`src/rtl/core/tpls_pkg.sv`:
```
// shared types and constants for the piecewise linear scaling block
`timescale 1ns / 1ps
package tpls_pkg;

    localparam int DEF_MAX_POINTS = 16;
    localparam int DEF_VALUE_BITS = 16;

    localparam int CMD_W       = 1;
    localparam int INDEX_W     = 4;
    localparam int COUNT_REG_W = 5;
    localparam int APB_DATA_W  = 32;
    localparam int APB_ADDR_W  = 3;

    localparam logic [CMD_W-1:0] CMD_WRITE   = 1'b0;
    localparam logic [CMD_W-1:0] CMD_CONVERT = 1'b1;

    // register index, taken from paddr[2]
    localparam logic REG_POINT_COUNT = 1'b0;

    // control flags that travel along the cell chain with a convert word
    typedef struct packed {
        logic valid;
        logic done;
        logic exact;
        logic pend;
    } tpls_ctl_t;

endpackage

```
`src/rtl/core/tpls_cell.sv`:
```
// one table cell: holds a point and checks the passing convert word against it
`timescale 1ns / 1ps
module tpls_cell
    import tpls_pkg::*;
#(
    parameter int IDX        = 0,
    parameter int MAX_POINTS = DEF_MAX_POINTS,
    parameter int VALUE_BITS = DEF_VALUE_BITS,
    parameter int CNT_W      = $clog2(MAX_POINTS + 1)
)
(
    input  logic                         clk,
    input  logic                         rst_n,
    input  logic                         wr_en,
    input  logic signed [VALUE_BITS-1:0] wr_x,
    input  logic signed [VALUE_BITS-1:0] wr_y,
    input  logic [CNT_W-1:0]             n_eff,
    input  tpls_ctl_t                    ctl_in,
    input  logic signed [VALUE_BITS-1:0] x_in,
    input  logic signed [VALUE_BITS-1:0] xa_in,
    input  logic signed [VALUE_BITS-1:0] ya_in,
    input  logic signed [VALUE_BITS-1:0] xb_in,
    input  logic signed [VALUE_BITS-1:0] yb_in,
    output tpls_ctl_t                    ctl_out,
    output logic signed [VALUE_BITS-1:0] x_out,
    output logic signed [VALUE_BITS-1:0] xa_out,
    output logic signed [VALUE_BITS-1:0] ya_out,
    output logic signed [VALUE_BITS-1:0] xb_out,
    output logic signed [VALUE_BITS-1:0] yb_out
);

    logic signed [VALUE_BITS-1:0] px_reg;
    logic signed [VALUE_BITS-1:0] py_reg;

    tpls_ctl_t                    ctl_reg, ctl_next;
    logic signed [VALUE_BITS-1:0] x_reg;
    logic signed [VALUE_BITS-1:0] xa_reg, xa_next;
    logic signed [VALUE_BITS-1:0] ya_reg, ya_next;
    logic signed [VALUE_BITS-1:0] xb_reg, xb_next;
    logic signed [VALUE_BITS-1:0] yb_reg, yb_next;

    logic active;
    logic has_next;

    assign active   = CNT_W'(IDX) < n_eff;
    assign has_next = CNT_W'(IDX + 1) < n_eff;

    always_ff @(posedge clk)
    begin
        if (wr_en)
        begin
            px_reg <= wr_x;
            py_reg <= wr_y;
        end
    end

    always_comb
    begin
        ctl_next = ctl_in;
        xa_next  = xa_in;
        ya_next  = ya_in;
        xb_next  = xb_in;
        yb_next  = yb_in;
        if (ctl_in.valid && active)
        begin
            if (!ctl_in.done)
            begin
                if (x_in == px_reg)
                begin
                    ctl_next.done  = 1'b1;
                    ctl_next.exact = 1'b1;
                    ya_next        = py_reg;
                end
                else if (x_in < px_reg)
                begin
                    ctl_next.done = 1'b1;
                    if (IDX > 0)
                    begin
                        // segment from the previous point, already in xa/ya
                        xb_next = px_reg;
                        yb_next = py_reg;
                    end
                    else if (has_next)
                    begin
                        // below the first point: wait for the second one
                        xa_next       = px_reg;
                        ya_next       = py_reg;
                        ctl_next.pend = 1'b1;
                    end
                    else
                    begin
                        // lone point, paired with the origin
                        xa_next = '0;
                        ya_next = '0;
                        xb_next = px_reg;
                        yb_next = py_reg;
                    end
                end
                else
                begin
                    // carry this point on as the previous one
                    xa_next = px_reg;
                    ya_next = py_reg;
                end
            end
            else if (ctl_in.pend)
            begin
                xb_next       = px_reg;
                yb_next       = py_reg;
                ctl_next.pend = 1'b0;
            end
        end
    end

    always_ff @(posedge clk or negedge rst_n)
    begin
        if (!rst_n)
        begin
            ctl_reg <= '0;
        end
        else
        begin
            ctl_reg <= ctl_next;
        end
    end

    always_ff @(posedge clk)
    begin
        x_reg  <= x_in;
        xa_reg <= xa_next;
        ya_reg <= ya_next;
        xb_reg <= xb_next;
        yb_reg <= yb_next;
    end

    assign ctl_out = ctl_reg;
    assign x_out   = x_reg;
    assign xa_out  = xa_reg;
    assign ya_out  = ya_reg;
    assign xb_out  = xb_reg;
    assign yb_out  = yb_reg;

endmodule

```
`src/rtl/core/tpls_line.sv`:
```
// line evaluation: multiply, bit-serial divide and saturation
`timescale 1ns / 1ps
module tpls_line
    import tpls_pkg::*;
#(
    parameter int VALUE_BITS = DEF_VALUE_BITS
)
(
    input  logic                         clk,
    input  logic                         rst_n,
    input  logic                         start,
    input  logic                         direct,
    input  logic signed [VALUE_BITS-1:0] direct_value,
    input  logic signed [VALUE_BITS-1:0] x,
    input  logic signed [VALUE_BITS-1:0] xa,
    input  logic signed [VALUE_BITS-1:0] ya,
    input  logic signed [VALUE_BITS-1:0] xb,
    input  logic signed [VALUE_BITS-1:0] yb,
    input  logic                         take,
    output logic                         res_valid,
    output logic signed [VALUE_BITS-1:0] res_value,
    output logic                         res_sat
);

    localparam int DIFF_W = VALUE_BITS + 1;
    localparam int PROD_W = 2 * DIFF_W;
    localparam int CNT_W  = $clog2(PROD_W);
    localparam int R_W    = PROD_W + 2;
    localparam logic signed [R_W-1:0] HI = (R_W'(1) << (VALUE_BITS - 1)) - R_W'(1);
    localparam logic signed [R_W-1:0] LO = -HI - R_W'(1);

    typedef enum logic [4:0] {
        ST_IDLE = 5'b00001,
        ST_MUL  = 5'b00010,
        ST_DIV  = 5'b00100,
        ST_FIN  = 5'b01000,
        ST_DONE = 5'b10000
    } line_state_t;

    line_state_t state_reg, state_next;

    logic [DIFF_W-1:0]            dx_mag_reg, rise_mag_reg, run_mag_reg;
    logic                         neg_reg;
    logic                         zero_run_reg;
    logic signed [VALUE_BITS-1:0] ya_reg;
    logic [PROD_W-1:0]            quo_reg;
    logic [DIFF_W-1:0]            rem_reg;
    logic [CNT_W-1:0]             cnt_reg, cnt_next;
    logic signed [VALUE_BITS-1:0] value_reg;
    logic                         sat_reg;

    logic signed [DIFF_W-1:0] dx, rise, run;
    logic [DIFF_W+1:0]        trial;
    logic                     fits;
    logic signed [R_W-1:0]    sq, r;

    assign dx   = DIFF_W'(x)  - DIFF_W'(xa);
    assign rise = DIFF_W'(yb) - DIFF_W'(ya);
    assign run  = DIFF_W'(xb) - DIFF_W'(xa);

    // one restoring step per cycle, quotient shifted in from the bottom
    assign trial = {1'b0, rem_reg, quo_reg[PROD_W-1]} - {2'b00, run_mag_reg};
    assign fits  = !trial[DIFF_W+1];

    assign sq = neg_reg ? -R_W'(quo_reg) : R_W'(quo_reg);
    assign r  = R_W'(ya_reg) + sq;

    always_comb
    begin
        state_next = state_reg;
        cnt_next   = cnt_reg;
        unique case (state_reg)
            ST_IDLE:
            begin
                if (start)
                begin
                    state_next = direct ? ST_DONE : ST_MUL;
                end
            end
            ST_MUL:
            begin
                state_next = zero_run_reg ? ST_DONE : ST_DIV;
                cnt_next   = CNT_W'(PROD_W - 1);
            end
            ST_DIV:
            begin
                cnt_next = cnt_reg - CNT_W'(1);
                if (cnt_reg == '0)
                begin
                    state_next = ST_FIN;
                end
            end
            ST_FIN:
            begin
                state_next = ST_DONE;
            end
            ST_DONE:
            begin
                if (take)
                begin
                    state_next = ST_IDLE;
                end
            end
            default:
            begin
                state_next = ST_IDLE;
            end
        endcase
    end

    always_ff @(posedge clk or negedge rst_n)
    begin
        if (!rst_n)
        begin
            state_reg <= ST_IDLE;
            cnt_reg   <= '0;
        end
        else
        begin
            state_reg <= state_next;
            cnt_reg   <= cnt_next;
        end
    end

    always_ff @(posedge clk)
    begin
        unique case (state_reg)
            ST_IDLE:
            begin
                dx_mag_reg   <= dx[DIFF_W-1]   ? DIFF_W'(-dx)   : DIFF_W'(dx);
                rise_mag_reg <= rise[DIFF_W-1] ? DIFF_W'(-rise) : DIFF_W'(rise);
                run_mag_reg  <= run[DIFF_W-1]  ? DIFF_W'(-run)  : DIFF_W'(run);
                neg_reg      <= dx[DIFF_W-1] ^ rise[DIFF_W-1] ^ run[DIFF_W-1];
                zero_run_reg <= run == '0;
                ya_reg       <= ya;
                value_reg    <= direct ? direct_value : '0;
                sat_reg      <= 1'b0;
            end
            ST_MUL:
            begin
                quo_reg <= dx_mag_reg * rise_mag_reg;
                rem_reg <= '0;
            end
            ST_DIV:
            begin
                quo_reg <= {quo_reg[PROD_W-2:0], fits};
                if (fits)
                begin
                    rem_reg <= trial[DIFF_W-1:0];
                end
                else
                begin
                    rem_reg <= {rem_reg[DIFF_W-2:0], quo_reg[PROD_W-1]};
                end
            end
            ST_FIN:
            begin
                if (r > HI)
                begin
                    value_reg <= HI[VALUE_BITS-1:0];
                    sat_reg   <= 1'b1;
                end
                else if (r < LO)
                begin
                    value_reg <= LO[VALUE_BITS-1:0];
                    sat_reg   <= 1'b1;
                end
                else
                begin
                    value_reg <= r[VALUE_BITS-1:0];
                    sat_reg   <= 1'b0;
                end
            end
            ST_DONE:
            begin
                sat_reg <= sat_reg;
            end
            default:
            begin
                sat_reg <= 1'b0;
            end
        endcase
    end

    assign res_valid = state_reg == ST_DONE;
    assign res_value = value_reg;
    assign res_sat   = sat_reg;

endmodule

```
`src/rtl/core/table_piecewise_linear_scale.sv`:
```
// top level: piecewise linear calibration table with a chain of point cells
`timescale 1ns / 1ps
// Input channel (item_valid / item_stall) carries cmd, point_index, x_value and
// y_value. A write word (cmd 0) stores one table point in the cell at
// point_index in the cycle it is accepted and gives no result. A convert
// word (cmd 1) yields one result word (scaled_value, saturated) on the
// result channel (result_valid / result_stall).
// A convert word walks the chain of MAX_POINTS cells, one cell per cycle,
// then the line unit multiplies, divides one quotient bit per cycle for a
// 2*(VALUE_BITS+1)-bit quotient, adds ya and saturates. An exact hit or an
// empty table skips the line arithmetic, and equal x ends skip everything
// after the multiply; result_valid rises once the result is in the output
// register. One convert is in flight at a time; item_stall is high from its
// acceptance until its result enters the output register, so the next word
// can be taken as soon as that result is there. Write words are taken in any
// cycle that item_stall is low.
// The output register holds a result while result_stall is high; the next
// convert may already run and waits at the end of the line unit.
// Reset clears point_count and all handshake state; table points are
// undefined until written. point_count sits at APB byte address 0.
module table_piecewise_linear_scale
    import tpls_pkg::*;
#(
    parameter int MAX_POINTS = DEF_MAX_POINTS,
    parameter int VALUE_BITS = DEF_VALUE_BITS
)
(
    input  logic                         clk,
    input  logic                         rst_n,
    input  logic                         psel,
    input  logic                         penable,
    input  logic                         pwrite,
    input  logic [APB_ADDR_W-1:0]        paddr,
    input  logic [APB_DATA_W-1:0]        pwdata,
    output logic [APB_DATA_W-1:0]        prdata,
    output logic                         pready,
    input  logic                         item_valid,
    output logic                         item_stall,
    input  logic [CMD_W-1:0]             cmd,
    input  logic [INDEX_W-1:0]           point_index,
    input  logic signed [VALUE_BITS-1:0] x_value,
    input  logic signed [VALUE_BITS-1:0] y_value,
    output logic                         result_valid,
    input  logic                         result_stall,
    output logic signed [VALUE_BITS-1:0] scaled_value,
    output logic                         saturated
);

    localparam int CNT_W = $clog2(MAX_POINTS + 1);

    logic [COUNT_REG_W-1:0] point_count_reg;
    logic                   busy_reg, busy_next;
    logic                   out_valid_reg, out_valid_next;
    logic signed [VALUE_BITS-1:0] out_value_reg;
    logic                   out_sat_reg;

    logic             item_accept;
    logic             cfg_write;
    logic [CNT_W-1:0] n_eff;

    tpls_ctl_t                    ctl_c [0:MAX_POINTS];
    logic signed [VALUE_BITS-1:0] x_c   [0:MAX_POINTS];
    logic signed [VALUE_BITS-1:0] xa_c  [0:MAX_POINTS];
    logic signed [VALUE_BITS-1:0] ya_c  [0:MAX_POINTS];
    logic signed [VALUE_BITS-1:0] xb_c  [0:MAX_POINTS];
    logic signed [VALUE_BITS-1:0] yb_c  [0:MAX_POINTS];

    tpls_ctl_t                    tail;
    logic                         line_direct;
    logic signed [VALUE_BITS-1:0] line_direct_value;
    logic signed [VALUE_BITS-1:0] line_xa, line_ya, line_xb, line_yb;
    logic                         res_valid;
    logic signed [VALUE_BITS-1:0] res_value;
    logic                         res_sat;
    logic                         take;

    // configuration port
    assign pready    = 1'b1;
    assign cfg_write = psel && penable && pwrite && pready;

    always_ff @(posedge clk or negedge rst_n)
    begin
        if (!rst_n)
        begin
            point_count_reg <= '0;
        end
        else if (cfg_write && paddr[2] == REG_POINT_COUNT)
        begin
            point_count_reg <= pwdata[COUNT_REG_W-1:0];
        end
    end

    assign prdata = (paddr[2] == REG_POINT_COUNT) ? APB_DATA_W'(point_count_reg) : '0;

    // counts above the table size act as the full table
    assign n_eff = (32'(point_count_reg) > 32'(MAX_POINTS)) ? CNT_W'(MAX_POINTS)
                                                             : CNT_W'(point_count_reg);

    assign item_stall  = busy_reg;
    assign item_accept = item_valid && !item_stall;

    // head of the chain
    always_comb
    begin
        ctl_c[0]       = '0;
        ctl_c[0].valid = item_accept && cmd == CMD_CONVERT;
        x_c[0]         = x_value;
        xa_c[0]        = '0;
        ya_c[0]        = '0;
        xb_c[0]        = '0;
        yb_c[0]        = '0;
    end

    for (genvar i = 0; i < MAX_POINTS; i++)
    begin : g_cell
        logic wr_en;

        assign wr_en = item_accept && cmd == CMD_WRITE && 32'(point_index) == i;

        tpls_cell #(
            .IDX        (i),
            .MAX_POINTS (MAX_POINTS),
            .VALUE_BITS (VALUE_BITS),
            .CNT_W      (CNT_W)
        ) u_cell (
            .clk     (clk),
            .rst_n   (rst_n),
            .wr_en   (wr_en),
            .wr_x    (x_value),
            .wr_y    (y_value),
            .n_eff   (n_eff),
            .ctl_in  (ctl_c[i]),
            .x_in    (x_c[i]),
            .xa_in   (xa_c[i]),
            .ya_in   (ya_c[i]),
            .xb_in   (xb_c[i]),
            .yb_in   (yb_c[i]),
            .ctl_out (ctl_c[i+1]),
            .x_out   (x_c[i+1]),
            .xa_out  (xa_c[i+1]),
            .ya_out  (ya_c[i+1]),
            .xb_out  (xb_c[i+1]),
            .yb_out  (yb_c[i+1])
        );
    end

    // tail of the chain: pick the segment or the direct answer
    assign tail = ctl_c[MAX_POINTS];

    always_comb
    begin
        line_direct       = (n_eff == '0) || tail.exact;
        line_direct_value = (n_eff == '0) ? '0 : ya_c[MAX_POINTS];
        if (!tail.done)
        begin
            // above every point: through the origin and the last point
            line_xa = '0;
            line_ya = '0;
            line_xb = xa_c[MAX_POINTS];
            line_yb = ya_c[MAX_POINTS];
        end
        else
        begin
            line_xa = xa_c[MAX_POINTS];
            line_ya = ya_c[MAX_POINTS];
            line_xb = xb_c[MAX_POINTS];
            line_yb = yb_c[MAX_POINTS];
        end
    end

    tpls_line #(
        .VALUE_BITS (VALUE_BITS)
    ) u_line (
        .clk          (clk),
        .rst_n        (rst_n),
        .start        (tail.valid),
        .direct       (line_direct),
        .direct_value (line_direct_value),
        .x            (x_c[MAX_POINTS]),
        .xa           (line_xa),
        .ya           (line_ya),
        .xb           (line_xb),
        .yb           (line_yb),
        .take         (take),
        .res_valid    (res_valid),
        .res_value    (res_value),
        .res_sat      (res_sat)
    );

    // output register
    assign take = res_valid && (!out_valid_reg || !result_stall);

    always_comb
    begin
        busy_next = busy_reg;
        if (item_accept && cmd == CMD_CONVERT)
        begin
            busy_next = 1'b1;
        end
        else if (take)
        begin
            busy_next = 1'b0;
        end

        out_valid_next = out_valid_reg;
        if (take)
        begin
            out_valid_next = 1'b1;
        end
        else if (!result_stall)
        begin
            out_valid_next = 1'b0;
        end
    end

    always_ff @(posedge clk or negedge rst_n)
    begin
        if (!rst_n)
        begin
            busy_reg      <= 1'b0;
            out_valid_reg <= 1'b0;
        end
        else
        begin
            busy_reg      <= busy_next;
            out_valid_reg <= out_valid_next;
        end
    end

    always_ff @(posedge clk)
    begin
        if (take)
        begin
            out_value_reg <= res_value;
            out_sat_reg   <= res_sat;
        end
    end

    assign result_valid = out_valid_reg;
    assign scaled_value = out_value_reg;
    assign saturated    = out_sat_reg;

endmodule
```
`config.mk`:
```
export PLATFORM = sky130hd
export DESIGN_NAME = table_piecewise_linear_scale
export DESIGN_NICKNAME = d
export VERILOG_FILES = /design/src/rtl/core/tpls_pkg.sv /design/src/rtl/core/tpls_cell.sv /design/src/rtl/core/tpls_line.sv /design/src/rtl/core/table_piecewise_linear_scale.sv
export SDC_FILE = /design/constraint.sdc
export NUM_CORES = 2
export LEC_CHECK = 0
export BUFFER_PORTS_ARGS = -buffer_cell sky130_fd_sc_hd__buf_4
export CAP_MARGIN = 20
export CELL_PAD_IN_SITES_DETAIL_PLACEMENT = 0
export CELL_PAD_IN_SITES_GLOBAL_PLACEMENT = 1
export CORE_ASPECT_RATIO = 1.2
export CORE_MARGIN = 5
export CORE_UTILIZATION = 40
export CTS_BUF_LIST = sky130_fd_sc_hd__clkbuf_8 sky130_fd_sc_hd__clkbuf_16
export DETAILED_ROUTE_END_ITERATION = 10
export PLACE_DENSITY = 0.74
export SLEW_MARGIN = 10
export SYNTH_ARGS = -nofsm -noshare
export SYNTH_HDL_FRONTEND = slang
export SYNTH_HIERARCHICAL = 1
export SYNTH_SLANG_ARGS = --single-unit
```
`constraint.sdc`:
```
create_clock -name clk -period 6.38 [get_ports clk]
set_input_delay 1.276 -clock clk [delete_from_list [all_inputs] [get_ports clk]]
set_output_delay 1.276 -clock clk [all_outputs]
set_load 0.02 [all_outputs]
```
### Word level (Yosys, flattened, before mapping)

Cells that the tools add are included.

| word-level totals | value |
|---|---|
| output and inout port bits | 52 |
| flip-flop bits (word level) | 2,027 |
| bits of input ports | 79 |

| operators by class | value |
|---|---|
| reduce and logical (&&, ||, !) cells | 56 |
| add/sub/neg operators | 10 |
| magnitude comparators | 35 |
| multipliers | 1 |
| equal/unequal tests | 40 |
| multiplexer cells | 404 |
| bitwise operators | 6 |

Operators with widths:

| kind | number |
|---|---|
| $mux W16 | 286 |
| $eq A16 B16 Y1 | 16 |
| $lt A16 B16 Y1 | 16 |
| $mux W1 | 72 |
| $pmux W34 S2 | 1 |
| $neg A17 Y17 | 3 |
| $sub A16 B16 Y17 | 3 |
| $mux W3 | 16 |
| $lt A4 B5 Y1 const A | 8 |
| $logic_and A1 B1 Y1 | 39 |
| $add A16 B36 Y36 | 1 |
| $gt A36 B16 Y1 const B | 1 |
| $lt A36 B16 Y1 const B | 1 |
| $mux W36 | 1 |
| $neg A34 Y36 | 1 |
| $mux W5 | 7 |
| $mul A17 B17 Y34 | 1 |
| $pmux W17 S2 | 1 |
| $eq A4 B4 Y1 const B | 8 |
| $pmux W16 S2 | 1 |
| $mux W2 | 15 |
| $pmux W5 S5 | 1 |
| $lt A3 B5 Y1 const A | 4 |
| $sub A18 B17 Y19 | 1 |
| other kinds (30) | 48 |

### Logic depth before layout (Yosys ltp)

| logic depth | value |
|---|---|
| depth in word-level cells | 7 |
| depth in mapped cells | 26 |
| gate-level depth less buffers | 25 |

### Modules after synthesis

Netlist, hierarchy kept.

By module, submodules not included:

| module | instances | area an instance (µm²) | sequential area each (µm²) | cells an instance |
|---|---|---|---|---|
| tpls_line | 1 | 21,700.8 | 4,390.5 | 2,457 |
| tpls_cell (g_cell[14].u_cell) | 1 | 5,196.2 | 2,662.6 | 506 |
| tpls_cell (g_cell[0].u_cell) | 1 | 4,702.0 | 2,662.6 | 409 |
| tpls_cell (g_cell[4].u_cell) | 1 | 4,214.0 | 2,662.6 | 262 |
| tpls_cell (g_cell[5].u_cell) | 1 | 4,202.8 | 2,662.6 | 263 |
| tpls_cell (g_cell[1].u_cell) | 1 | 4,155.2 | 2,662.6 | 267 |
| tpls_cell (g_cell[10].u_cell) | 1 | 4,071.4 | 2,662.6 | 262 |
| tpls_cell (g_cell[6].u_cell) | 1 | 4,058.9 | 2,662.6 | 266 |
| tpls_cell (g_cell[15].u_cell) | 1 | 4,055.1 | 2,662.6 | 262 |
| tpls_cell (g_cell[9].u_cell) | 1 | 4,041.4 | 2,662.6 | 257 |
| tpls_cell (g_cell[7].u_cell) | 1 | 4,032.6 | 2,662.6 | 264 |
| tpls_cell (g_cell[11].u_cell) | 1 | 4,030.1 | 2,662.6 | 285 |
| tpls_cell (g_cell[3].u_cell) | 1 | 4,012.6 | 2,662.6 | 261 |
| tpls_cell (g_cell[12].u_cell) | 1 | 4,002.6 | 2,662.6 | 267 |
| 4 more rows | -- | -- | -- | -- |

### Least setup slack after synthesis

No wires, ideal clock.

| path | value |
|---|---|
| path kind | reg-to-reg |
| start point | register u_line.rise_mag_reg[9] |
| end point | register u_line.quo_reg[30], data pin |
| buffers on the path | 2 |
| library setup time | 0.265 ns |
| data arrival time | 6.039 ns |
| cell stages (with the launch flop) | 26 |
| path slack | 0.075 ns |
| cell sequence | edfxtp_1 clkbuf_1 clkbuf_1 nand2_1 fa_1 inv_1 fa_1 inv_1 fa_1 inv_1 fa_1 fa_1 inv_1 fa_1 inv_1 ha_1 o21a_1 o21ai_0 a31oi_1 o41ai_1 o31ai_1 o41a_1 a21bo_1 a21oi_1 xor2_1 o21ai_1 |

| between the ends | value |
|---|---|
| longest elaborated chain between the ends | 2 |

RTL lines:

| what | line | source |
|---|---|---|
| start, declared | tpls_line.sv:42 | `logic [DIFF_W-1:0] dx_mag_reg, rise_mag_reg, run_mag_reg;` |
| start signal, assigned | tpls_line.sv:131 | `rise_mag_reg <= rise[DIFF_W-1] ? DIFF_W'(-rise) : DIFF_W'(rise);` |
| $mul A17 B17 Y34 | tpls_line.sv:141 | `quo_reg <= dx_mag_reg * rise_mag_reg;` |
| $pmux W34 S2 | tpls_line.sv:127 | `unique case (state_reg)` |
| end signal, assigned | tpls_line.sv:141 |  |
| end signal, assigned | tpls_line.sv:146 | `quo_reg <= {quo_reg[PROD_W-2:0], fits};` |
| end, declared | tpls_line.sv:46 | `logic [PROD_W-1:0] quo_reg;` |

Every way passes these cells.
A chain may end at the register's enable or synchronous reset.

### Final worst setup path

| path | value |
|---|---|
| start point | register u_line.dx_mag_reg[7] |
| end point | register u_line.quo_reg[30], data pin |

| between the ends | value |
|---|---|
| longest elaborated chain between the ends | 2 |

RTL lines:

| what | line | source |
|---|---|---|
| start, declared | tpls_line.sv:42 |  |
| start signal, assigned | tpls_line.sv:130 | `dx_mag_reg <= dx[DIFF_W-1] ? DIFF_W'(-dx) : DIFF_W'(dx);` |
| $mul A17 B17 Y34 | tpls_line.sv:141 |  |
| $pmux W34 S2 | tpls_line.sv:127 |  |

Every way passes these cells.

==> tab_implementation.tex <==
\begin{tabular}{lr}
\hline
Metric & Value \\
\hline
\multicolumn{2}{l}{\textbf{Die}} \\
\quad Total die area & $\sim$240000 µm² \\
\quad Height of the chip & 531 µm \\
\quad Placeable core region & roughly 230000 µm² \\
\quad Initial Utilization & 0.401 \\
\quad Site Rows & between 150 and 200 \\
\quad Die width & roughly 440 µm \\
\quad Count of boundary I/O pins & between 100 and 150 \\
\multicolumn{2}{l}{\textbf{Outcome}} \\
\quad Result of the run & finished with violations \\
\quad Failing checks & negative setup slack \\
\multicolumn{2}{l}{\textbf{Final layout}} \\
\quad Synth-to-Final Area Change & 13.4\% \\
\quad Number of inserted filler cells in the final layout & just over 20000 \\
\quad Layout cells sized above 1 & 0.225 \\
\quad Most common cell after layout, fill and taps aside & dfxtp\_1 \\
\quad Total non-filler cell area in the finished layout & 103000 µm² \\
\quad Most used cells in the layout excluding fill and tap cells & 1280 x dfxtp\_1, 718 x mux2\_2, 716 x inv\_1 \\
\quad Nets & between 8000 and 9000 \\
\quad End-of-flow core utilization & 0.455 \\
\multicolumn{2}{l}{\textbf{Placed design}} \\
\quad Area of placed instances & roughly 95000 µm² \\
\quad HPWL Detailed & 153 mm \\
\quad Global placer's final weighted congestion & between 0.8 and 0.9 \\
\quad Pre-CTS WS & -0.313 ns \\
\quad Buffers added on ports & 73 \\
\multicolumn{2}{l}{\textbf{Critical path}} \\
\quad Worst Path Max Fanout & 4 \\
\quad Launching element type of the critical path & flip-flop \\
\quad Endpoint kind of the worst setup timing path & flip-flop \\
\quad Largest incremental delay on the critical path & 0.59 ns \\
\quad Slowest CP cell & fa\_2 \\
\quad Type of the worst setup path & reg -> reg \\
\quad WP data required & 6.91 ns \\
\quad CP most frequent cell & fa\_1 \\
\quad Crit path DAT & between 6 and 7 ns \\
\multicolumn{2}{l}{\textbf{GRT}} \\
\quad Vias in the first global route & about 57000 \\
\quad Aggregate global routing overflow & 0 \\
\quad Largest net degree at the start of global routing & 74 \\
\quad First-pass GRT wire length & 310 mm \\
\quad Overall fraction of global-route tracks in use & 0.165 \\
\quad Number of antenna violations at the first check in global routing & 4 \\
\multicolumn{2}{l}{\textbf{STA}} \\
\quad Setup repair after global routing missed its margin & yes \\
\quad Fin worst setup slack & -0.0602 ns \\
\quad Fin Clk Skew & about 0.052 ns \\
\quad Final count of negative-setup-slack endpoints & 3 \\
\quad Final Critical Period & roughly 6.4 ns \\
\quad Ratio of final minimum period to clock period & 1.01 \\
\quad Number of pins with negative max-slew slack in the final report & 0 \\
\quad Final number of hold-violating endpoints & 0 \\
\quad Worst Tran Pin Value & approximately 1.1 ns \\
\quad F\_max & roughly 0.16 GHz \\
\quad Max-slew headroom at the worst pin & 0.259 \\
\quad Setup total negative slack & -0.122 ns \\
\multicolumn{2}{l}{\textbf{Min path}} \\
\quad Worst hold path class & reg -> reg \\
\multicolumn{2}{l}{\textbf{CTS}} \\
\quad Level count of the clock H-tree & 4 \\
\quad Clk root buf & clkbuf\_16 \\
\quad Clock tree from TritonCTS & yes \\
\quad CTS clock-pin slew for the worst setup and hold paths & $\sim$0.060 ns \\
\quad Post-CTS Hold Fix Bufs & 0 \\
\quad CTS Sinks & 2027 \\
\quad Clock buffer count from CTS & approximately 200 \\
\quad Clock Latency Late Sink & 0.82 ns \\
\quad Worst-case clock buffer depth & 3 \\
\multicolumn{2}{l}{\textbf{Detailed routing}} \\
\quad Total via count after detailed routing & between 50000 and 60000 \\
\quad Drt first-iter violations & 2376 \\
\quad Vias per std cell & roughly 4.8 \\
\quad Total DRC errors in the routed layout & 0 \\
\quad Drt pass-1 iters & 8 \\
\quad Wire length after detailed routing & $\sim$200 mm \\
\quad Wire per inst & approximately 18 µm \\
\quad Detail Route Antenna Nets & 0 \\
\multicolumn{2}{l}{\textbf{Synthesis}} \\
\quad Post-Syn Instances & 7255 \\
\quad Count of warnings emitted by yosys & 6 \\
\quad Synth Area per Inst & 12.5 µm² \\
\quad Total standard cell area after synthesis & 90400 µm² \\
\multicolumn{2}{l}{\textbf{Flow run}} \\
\quad Max-capacitance violation count & 0 \\
\hline
\end{tabular}
## per-layer routing
layer,track usage,vias to the layer above,routed length (µm)
met5,0,-,0
met3,0.0219,410,5410
met4,0.0747,0,9330
li1,-,26100,-
met1,0.172,25000,73300
met2,0.325,825,107000
## layout make-up
| cell class | count | area, µm² | share of cell area |
|---|---|---|---|
| Clock buffer | 227 | 5340 | 0.0521 |
| Clock inverter | 139 | 1190 | 0.0116 |
| Antenna cell | 3 | 7.51 | 0.0000732 |
| Timing Repair Buffer | 293 | 2330 | 0.0227 |
| Inverter | 681 | 2560 | 0.0249 |
| Multi-Input combinational cell | 4437 | 39700 | 0.387 |
| Tap cell | 2991 | 3740 | 0.0365 |
| Sequential cell | 2027 | 47700 | 0.465 |
## through the flow
| step | hold WS [ns] | instances |
|---|---|---|
| CTS | 0.346 | 10800 |
| global route | 0.357 | 10800 |
| global placement | 0.339 | 10400 |
| floorplan | 0.331 | 7414 |
| finish | 0.343 | 10800 |
| detailed placement | 0.338 | 10400 |
## path summary, 6_finish.rpt
path	from	end	slack, ns	depth (start not counted)
max	u_line/dx_mag_reg[7]	u_line/quo_reg[30]	-0.06	25
min	g_cell[5].u_cell/x_out[3]	g_cell[6].u_cell/x_out[3]	0.34	0
min reg2reg	g_cell[5].u_cell/x_out[3]	g_cell[6].u_cell/x_out[3]	0.34	0
min in group asynchronous	rst_n	g_cell[0].u_cell/ctl_out[1]	0.40	1
max in group asynchronous	rst_n	g_cell[13].u_cell/ctl_out[2]	4.71	2
max reg2reg	u_line/dx_mag_reg[7]	u_line/quo_reg[30]	-0.06	25
## timing repair
| item | 4_1_cts | 5_1_grt |
|---|---|---|
| endpoints found under the setup margin | 21 | 25 |
| gates cloned | 1 | 1 |
| setup buffers | 10 | 15 |
| gates resized for setup | 64 | 57 |
| pin swaps | 19 | 39 |
## critical path: cells and delay by family (launching register included)
family | cells | cell delay, ns
and+or+nand+nor | 1 | 0.16
AOI/OAI and AO/OA | 9 | 1.62
adders and majority gates | 7 | 2.92
DFF | 1 | 0.47
buffers and inverters | 7 | 0.80
xor gates and xnor gates | 1 | 0.21
Power is left out: the tool's default activity adds up to more than one toggle a clock period on the data nets, which glitch-free logic cannot reach.
